==> src/sfs_pkg.sv <==
`default_nettype none

package sfs_pkg;

    // defaults for the top-level parameters
    localparam int MAX_FRAMES_DEF    = 64;
    localparam int DURATION_BITS_DEF = 24;

    // fixed widths
    localparam int ELAPSED_W  = 32;               // Q24.8 elapsed time
    localparam int FRAC_W     = 8;
    localparam int REM_W      = ELAPSED_W - FRAC_W; // whole frame steps in one tick
    localparam int RAW_W      = REM_W + 1;          // event count before saturation
    localparam int CALC_W     = 9;                  // signed frame arithmetic
    localparam int NF_W       = 7;
    localparam int RATE_W     = 16;
    localparam int CFG_IDX_W  = 3;
    localparam int CFG_DATA_W = 16;
    localparam int EVENT_MAX  = 255;

    typedef enum logic [2:0] {
        REQ_TICK      = 3'd0,
        REQ_LOAD      = 3'd1,
        REQ_SET_FRAME = 3'd2,
        REQ_RESET     = 3'd3,
        REQ_PAUSE     = 3'd4
    } sfs_op_t;

    localparam logic [1:0] MODE_KEEP  = 2'd0;
    localparam logic [1:0] MODE_PLAY  = 2'd1;
    localparam logic [1:0] MODE_PAUSE = 2'd2;

    localparam logic [CFG_IDX_W-1:0] CFG_NUM_FRAMES = 3'd0;
    localparam logic [CFG_IDX_W-1:0] CFG_PLAY_RATE  = 3'd1;
    localparam logic [CFG_IDX_W-1:0] CFG_LOOP       = 3'd2;
    localparam logic [CFG_IDX_W-1:0] CFG_BOUNCE     = 3'd3;
    localparam logic [CFG_IDX_W-1:0] CFG_REVERSE    = 3'd4;

    typedef struct packed {
        logic [2:0]  req_type;
        logic [15:0] delta_time;
        logic [5:0]  frame_index;
        logic [23:0] frame_duration;
        logic [1:0]  reset_mode;
        logic        pause_flag;
    } sfs_req_t;

    typedef struct packed {
        logic [5:0] current_frame;
        logic       finished;
        logic       bouncing;
        logic       paused;
        logic [7:0] end_events;
        logic       frame_changed;
    } sfs_result_t;

    typedef struct packed {
        logic lookup;
        logic write;
    } sfs_trail_ctl_t;

    typedef struct packed {
        logic valid;
        logic hit;
    } sfs_trail_rsp_t;

    typedef struct packed {
        logic signed [CALC_W-1:0] frame;
        logic                     bp;
        logic                     fm;
        logic                     ev;
    } sfs_adv_t;

    localparam logic signed [CALC_W-1:0] ZERO_S = 9'sd0;
    localparam logic signed [CALC_W-1:0] ONE_S  = 9'sd1;
    localparam logic signed [CALC_W-1:0] TWO_S  = 9'sd2;

    // one frame step; ev flags an end or wrap event
    function automatic sfs_adv_t sfs_advance(
        input logic signed [CALC_W-1:0] frame,
        input logic                     bp,
        input logic                     fm,
        input logic signed [CALC_W-1:0] nf,
        input logic                     loop_en,
        input logic                     bounce_en,
        input logic                     reverse_en
    );
        sfs_adv_t                 r;
        logic signed [CALC_W-1:0] nx;
        r.bp = bp;
        r.fm = fm;
        r.ev = 1'b0;
        nx   = (reverse_en ^ bp) ? (frame - ONE_S) : (frame + ONE_S);
        if (!reverse_en)
        begin
            if (nx < ZERO_S)
            begin
                r.ev = ~fm;
                if (loop_en)
                begin
                    r.bp = 1'b0;
                    nx   = ONE_S;
                end
                else
                begin
                    r.fm = 1'b1;
                    nx   = ZERO_S;
                end
            end
            else if (nx >= nf)
            begin
                if (bounce_en)
                begin
                    r.bp = 1'b1;
                    nx   = nf - TWO_S;
                end
                else
                begin
                    r.ev = ~fm;
                    if (loop_en)
                    begin
                        nx = ZERO_S;
                    end
                    else
                    begin
                        r.fm = 1'b1;
                        nx   = nf - ONE_S;
                    end
                end
            end
        end
        else
        begin
            if (nx < ZERO_S)
            begin
                if (bounce_en)
                begin
                    r.bp = 1'b1;
                    nx   = ONE_S;
                end
                else
                begin
                    r.ev = ~fm;
                    if (loop_en)
                    begin
                        nx = nf - ONE_S;
                    end
                    else
                    begin
                        r.fm = 1'b1;
                        nx   = ZERO_S;
                    end
                end
            end
            else if (nx >= nf)
            begin
                r.ev = ~fm;
                if (loop_en)
                begin
                    r.bp = 1'b0;
                    nx   = nf - TWO_S;
                end
                else
                begin
                    r.fm = 1'b1;
                    nx   = nf - ONE_S;
                end
            end
        end
        if (nx >= nf)
        begin
            nx = nf - ONE_S;
        end
        if (nx < ZERO_S)
        begin
            nx = ZERO_S;
        end
        r.frame = nx;
        return r;
    endfunction

endpackage

`default_nettype wire

==> src/sfs_div.sv <==
`default_nettype none

// restoring divider, one quotient bit per cycle
module sfs_div #(
    parameter int DIVISOR_W = sfs_pkg::DURATION_BITS_DEF + sfs_pkg::FRAC_W
) (
    input  wire logic                           clk,
    input  wire logic                           rst_n,
    input  wire logic                           start,
    input  wire logic [sfs_pkg::ELAPSED_W-1:0]  dividend,
    input  wire logic [DIVISOR_W-1:0]           divisor,
    output logic                                done,
    output logic      [sfs_pkg::ELAPSED_W-1:0]  quotient,
    output logic      [DIVISOR_W-1:0]           remainder
);

    localparam int DD_W  = sfs_pkg::ELAPSED_W;
    localparam int CNT_W = $clog2(DD_W + 1);

    logic             run_reg, run_next;
    logic             done_reg, done_next;
    logic [CNT_W-1:0] cnt_reg, cnt_next;
    logic [DD_W-1:0]  quo_reg, quo_next;
    logic [DIVISOR_W-1:0] rem_reg, rem_next;
    logic [DIVISOR_W-1:0] dvs_reg, dvs_next;
    logic [DIVISOR_W:0]   shifted;
    logic [DIVISOR_W:0]   diff;
    logic                 ge;

    assign shifted = {rem_reg, quo_reg[DD_W-1]};
    assign diff    = shifted - {1'b0, dvs_reg};
    assign ge      = (shifted >= {1'b0, dvs_reg});

    always_comb
    begin
        run_next  = run_reg;
        done_next = 1'b0;
        cnt_next  = cnt_reg;
        quo_next  = quo_reg;
        rem_next  = rem_reg;
        dvs_next  = dvs_reg;
        if (start)
        begin
            run_next = 1'b1;
            cnt_next = CNT_W'(DD_W);
            quo_next = dividend;
            rem_next = '0;
            dvs_next = divisor;
        end
        else if (run_reg)
        begin
            quo_next = {quo_reg[DD_W-2:0], ge};
            rem_next = ge ? diff[DIVISOR_W-1:0] : shifted[DIVISOR_W-1:0];
            cnt_next = cnt_reg - CNT_W'(1);
            if (cnt_reg == CNT_W'(1))
            begin
                run_next  = 1'b0;
                done_next = 1'b1;
            end
        end
    end

    always_ff @(posedge clk or negedge rst_n)
    begin
        if (!rst_n)
        begin
            run_reg  <= 1'b0;
            done_reg <= 1'b0;
            cnt_reg  <= '0;
        end
        else
        begin
            run_reg  <= run_next;
            done_reg <= done_next;
            cnt_reg  <= cnt_next;
        end
    end

    always_ff @(posedge clk)
    begin
        quo_reg <= quo_next;
        rem_reg <= rem_next;
        dvs_reg <= dvs_next;
    end

    assign done      = done_reg;
    assign quotient  = quo_reg;
    assign remainder = rem_reg;

endmodule

`default_nettype wire

==> config.mk <==
export PLATFORM = sky130hd
export DESIGN_NAME = sfs_div
export DESIGN_NICKNAME = d
export VERILOG_FILES = /design/src/sfs_pkg.sv /design/src/sfs_div.sv
export SDC_FILE = /design/constraint.sdc
export NUM_CORES = 1
export LEC_CHECK = 0
export BUFFER_PORTS_ARGS = -buffer_cell sky130_fd_sc_hd__buf_2
export CORE_MARGIN = 1.5
export CORE_UTILIZATION = 50
export DETAILED_ROUTE_END_ITERATION = 12
export PLACE_DENSITY = 0.83
export SLEW_MARGIN = 20
export SYNTH_ARGS = -nofsm -noshare
export SYNTH_HDL_FRONTEND = slang
export SYNTH_SLANG_ARGS = --single-unit
==> constraint.sdc <==
create_clock -name clk -period 4.2 [get_ports clk]
set_input_delay 0.21 -clock clk [delete_from_list [all_inputs] [get_ports clk]]
set_output_delay 0.21 -clock clk [all_outputs]
set_load 0.01 [all_outputs]
**After elaboration in Yosys (flattened, before gate mapping)**

Index checks and enable logic that the tools add are counted.

- Flip-flop bits (word level): 104
- Bits of input ports: 67
- Output and inout port bits: 65
- Word-level logic and storage cells: 22

- $add $sub $neg: 2
- Order comparisons: 1
- Eq/ne operators: 1
- Multiplexer cells: 11
- Reductions and logical operators: 1

Operators by type and width:

| cell | count |
|---|---|
| $mux 32 | 3 |
| $ge 33x32->1 | 1 |
| $sub 32x32->32 | 1 |
| $mux 6 | 2 |
| $eq 6x1->1 const B | 1 |
| $mux 1 | 6 |
| $sub 6x1->6 const B | 1 |
| $reduce_bool 2->1 | 1 |

**Depth between registers and ports, before layout**

- Depth after elaboration: 4
- Mapped depth: 13

**Worst setup path before layout**

OpenSTA, ideal clock, no wires.

- Path kind: reg-to-reg
- Start point: register rem_reg[3], in the netlist remainder[3]
- End point: register rem_reg[31], in the netlist remainder[31]
- Data arrival time: 2.448 ns
- Slack: 1.625 ns
- Cell stages (with the launch flop): 11
- Cell sequence: dfxtp_1 ha_1 a21o_1 a31oi_1 nand2_1 a31oi_2 o21ai_2 a31oi_4 nand3b_1 a2111oi_0 or3_1

- Word-level cells in the longest chain between the ends: 2
- Elaborated cells between the ends (all ways): 3
- Classes of those cells: add/sub (1); order compare (1); mux (1)

Ends and longest elaborated chain:

| element | RTL line | source |
|---|---|---|
| from (decl) | sfs_div.sv:24 | `logic [DIVISOR_W-1:0] rem_reg, rem_next;` |
| from (signal assigned) | sfs_div.sv:82 | `rem_reg <= rem_next;` |
| $sub 32x32->32 or $ge 33x32->1 (tied branches) | sfs_div.sv:31, sfs_div.sv:32 |  |
| $mux 32 (*) | sfs_div.sv:53 | `rem_next = ge ? diff[DIVISOR_W-1:0] : shifted[DIVISOR_W-1:0];` |

Mark *: on every way between the ends. The rest lies on a longest branch, timed or not.
A chain may end at the register's enable or synchronous reset.

**Worst setup path after layout**

Ends and elaborated chain as after synthesis.

==> metrics.md <==
| Metric | Value |
|---|---|
| Clk_lat worst skew | `360 ps` |
| Synthesized area per cell | `9.87 sq um` |
| Slowest stage delay, CP | `approximately 630 ps` |
| Crit start category | `register` |
| Ys Warns | `0` |
| Yosys cell types | `59` |
| Post-CTS Setup Inserts | `0` |
| Placed Area | `6820 sq um` |
| Routed len/inst | `16.1 um` |
| Slowest-stage cell, CP | `o21a_2` |
| Pwr dens | `539 nW/um^2` |
| Ys async rst share | `just under 8%` |
| Mapped Cells | `between 600 and 700` |
| Total die area | `between 10000 and 15000 sq um` |
| Top Family by Delay on Critical Path | `compound AO/OA/AOI/OAI gates` |
| Critical path buffers and inverters | `0` |
| Largest cells by area after synthesis | `edfxtp_1 32%, dfxtp_1 11%, ha_1 7.0%, mux2_2 5.9%, nand2_1 5.4%` |
| Gr usage total | `22.6%` |
| Reg2Reg Depth | `9` |
| Root buffer cell | `clkbuf_16` |
| Register area share after synthesis | `45.3%` |
| R2R Setup Slk | `1100 ps` |
| Filler Cell Count | `1004` |
| Post-CTS sizing | `0` |
| Post-CTS Hold Buffers | `1` |
| Clock Tree Buf Depth | `2` |
| Biggest area consumer among synthesized cells | `edfxtp_1` |
| Via count | `between 4000 and 5000` |
| Die height | `113 um` |
| Detailed Place HPWL | `10.3 mm` |
| Clock transition at the registers of the reported paths | `approximately 80 ps` |
| Worst-path cell chain | `ha_1, a21o_1, a31oi_1, a2111oi_4, nand3b_2, a21oi_4, o21a_2, a2111oi_0, or3_1` |
| Final Max Slew Viols | `0` |
| Depth of the CTS H-tree | `3` |
| Lkg Pwr | `3.21 nW` |
| Worst slew pin tran | `roughly 840 ps` |
| Largest net degree at the start of global routing | `69` |
| Number of diodes | `0` |
| Detailed Route WL | `14.2 mm` |
| IO buf count | `131` |
| Max FO, Critical Path | `31` |
| Period utilization | `73.8%` |
| Setup violations, final | `0` |
| Critical R2R Launch | `remainder[3]` |
| RR Endpoint | `remainder[31]` |
| Slew headroom | `44.0%` |
| TritonCTS clock tree | `built` |
| Min-Delay Path Depth | `1` |
| Overflow after GRT | `0` |
| Nature of the critical path endpoint | `register` |
| Setup TNS | `0 ps` |
| Post-synth design cell area | `6100 sq um` |
| Worst path arrival time | `3350 ps` |
| Post-route ant nets | `0` |
| # nets final | `831` |
| Core Region | `12000 sq um` |
| Area grow syn2layout | `16.7%` |
| Io pins | `132` |
| First drt pass iteration count | `4` |
| Vias in the first global route | `roughly 4800` |
| Post-synth top area share | `31.5%` |
| Top_reg_cell synth | `edfxtp_1` |
| Clock Skews | `roughly 11 ps` |
| Cell Count, Final, Fillers Out | `881` |
| Fin crit period | `3100 ps` |
| DRC violations left | `0` |
| HP Class | `in -> reg` |
| Type of the worst setup path | `reg -> reg` |
| Initial antenna violation count | `0` |
| MaxCap Viol Count | `0` |
| Hold path startpoint | `divisor[28]` |
| DR vias/cell | `5.61` |
| Post-synth net total | `720` |
| Initial Utilization | `51.0%` |
| TritonCTS Buffers | `9` |
| Die W | `approximately 110 um` |
| Synth Register Bits | `104` |
| Peak ir drop on the vdd network | `324 uV` |
| Finished Cell Area | `7120 sq um` |
| Cell Count Post-Placement | `864` |
| Peak Freq | `around 0.32 GHz` |
| Row Count | `40` |
| RSZ-0062 raised after global routing | `no` |
| Post-synth EDFFs | `64` |
| Crit path required time | `4450 ps` |
| First-pass GRT wire length | `~23 mm` |
| Final Hold Violating Endpoints | `0` |
| Status | `complete, no violations` |
| CTS Sinks | `roughly 100` |
| Initial detailed-routing violation count | `around 270` |
| Hold endpoint | `dvs_reg[28]` |
| Routability congestion estimate | `0.873` |
| Share of layout cells above drive strength 1 | `27.7%` |
-- cell usage in the layout (no fill, tap or decap), drive strengths merged, types with 7 or more instances in the layout --
cell	netlist	final
ha	34	34
o21ai	26	26
edfxtp	64	64
xor2	8	8
nor2	54	54
a311oi	22	22
dfrtp	8	8
nand3	7	7
a211oi	10	10
xnor2	23	23
dfxtp	32	32
nand2	88	88
clkbuf	25	9
inv	45	51
nand4	11	11
a21o	12	12
mux2	32	32
buf	11	135
a21oi	37	37
-- cell families after synthesis --
logic type	share of synthesized area (%)
AND/OR/NAND/NOR	13.7
AO/OA/AOI/OAI	17.5
flip-flops	45.3
buffers and inverters	5.35
multiplexers	6.40
adder cells (fa/ha/maj)	7.30
XOR/XNOR	4.45
-- worst register-to-register path, delay by kind of cell (launching register included) --
kind / cells / cell delay (ps)
DFF: 1 / 350
AOI/OAI and AO/OA: 6 / 1610
adders and majority gates: 1 / 370
and+or+nand+nor: 2 / 680
-- metal layers --
layer  GRT usage, %  part of all wire, %  up-vias
li1               -                    -     2438
met1           29.1                   45     2334
met2           37.4                   47      152
met3           6.32                  6.5       18
met4           6.33                  1.4        0
met5              0                    0        -
-- stage by stage --
| stage | setup WS, ps | utilization, % | total power (W) | hold slack, ps |
|---|---|---|---|---|
| after floorplan | 1620 | - | 0.00256 | -85.6 |
| after global placement | 885 | 57.0 | 0.00294 | 54.5 |
| after global routing | 926 | 59.5 | 0.00407 | 1.18 |
| final | 1100 | 59.5 | 0.00383 | 15.6 |
| after CTS | 699 | 59.5 | 0.00384 | 7.37 |
| after detailed placement | 714 | 57.0 | 0.00299 | 60.3 |
-- power breakdown --
part / leakage (nW) / total (W) / switching, W / internal [W]
registers: 1.01 / 0.00143 / 0.000148 / 0.00128
logic: 2.05 / 0.00156 / 0.000912 / 0.000645
clock network: 0.147 / 0.000849 / 0.000428 / 0.000421
-- cells in the mapped netlist, types with 2 or more instances --
cell,instances
a2111oi_0,2
a211oi_1,9
a21o_1,12
a21oi_1,36
a311oi_1,14
a311oi_2,8
a31oi_1,4
and2_1,3
and3_1,5
buf_1,2
buf_2,6
buf_4,2
clkbuf_1,25
dfrtp_1,8
dfxtp_1,32
edfxtp_1,64
ha_1,34
inv_1,45
mux2_2,32
mux2i_1,3
nand2_1,88
nand3_1,7
nand3b_1,2
nand4_1,11
nor2_1,54
nor2b_1,5
nor3_1,5
nor4_1,3
o211a_1,2
o211ai_1,5
o21a_1,5
o21ai_0,15
o21ai_1,9
o21ai_2,2
o21bai_1,3
o31a_1,2
o31ai_1,3
xnor2_1,23
xor2_1,8
-- layout make-up --
type | instances | area (sq um) | area share, %
timing repair buffer | 136 | 698 | 9.81
sequential | 104 | 2760 | 38.8
inverter | 45 | 169 | 2.37
multi-input combinational | 433 | 3010 | 42.3
tap | 147 | 184 | 2.58
clock inverter | 7 | 65.1 | 0.914
clock buffer | 9 | 225 | 3.16
-- how the worst max path moves through the flow --
stage / startpoint / endpoint / slack, ps / cells after the start
CTS: dvs_reg[1] / remainder[31] / 700 / 10
floorplan: remainder[3] / remainder[31] / 1620 / 10
global placement: dvs_reg[1] / remainder[31] / 890 / 10
finish: remainder[3] / remainder[31] / 1100 / 9
global route: dvs_reg[1] / remainder[31] / 930 / 10
detailed placement: dvs_reg[1] / remainder[31] / 710 / 10
(Power assumes the default switching activity.)
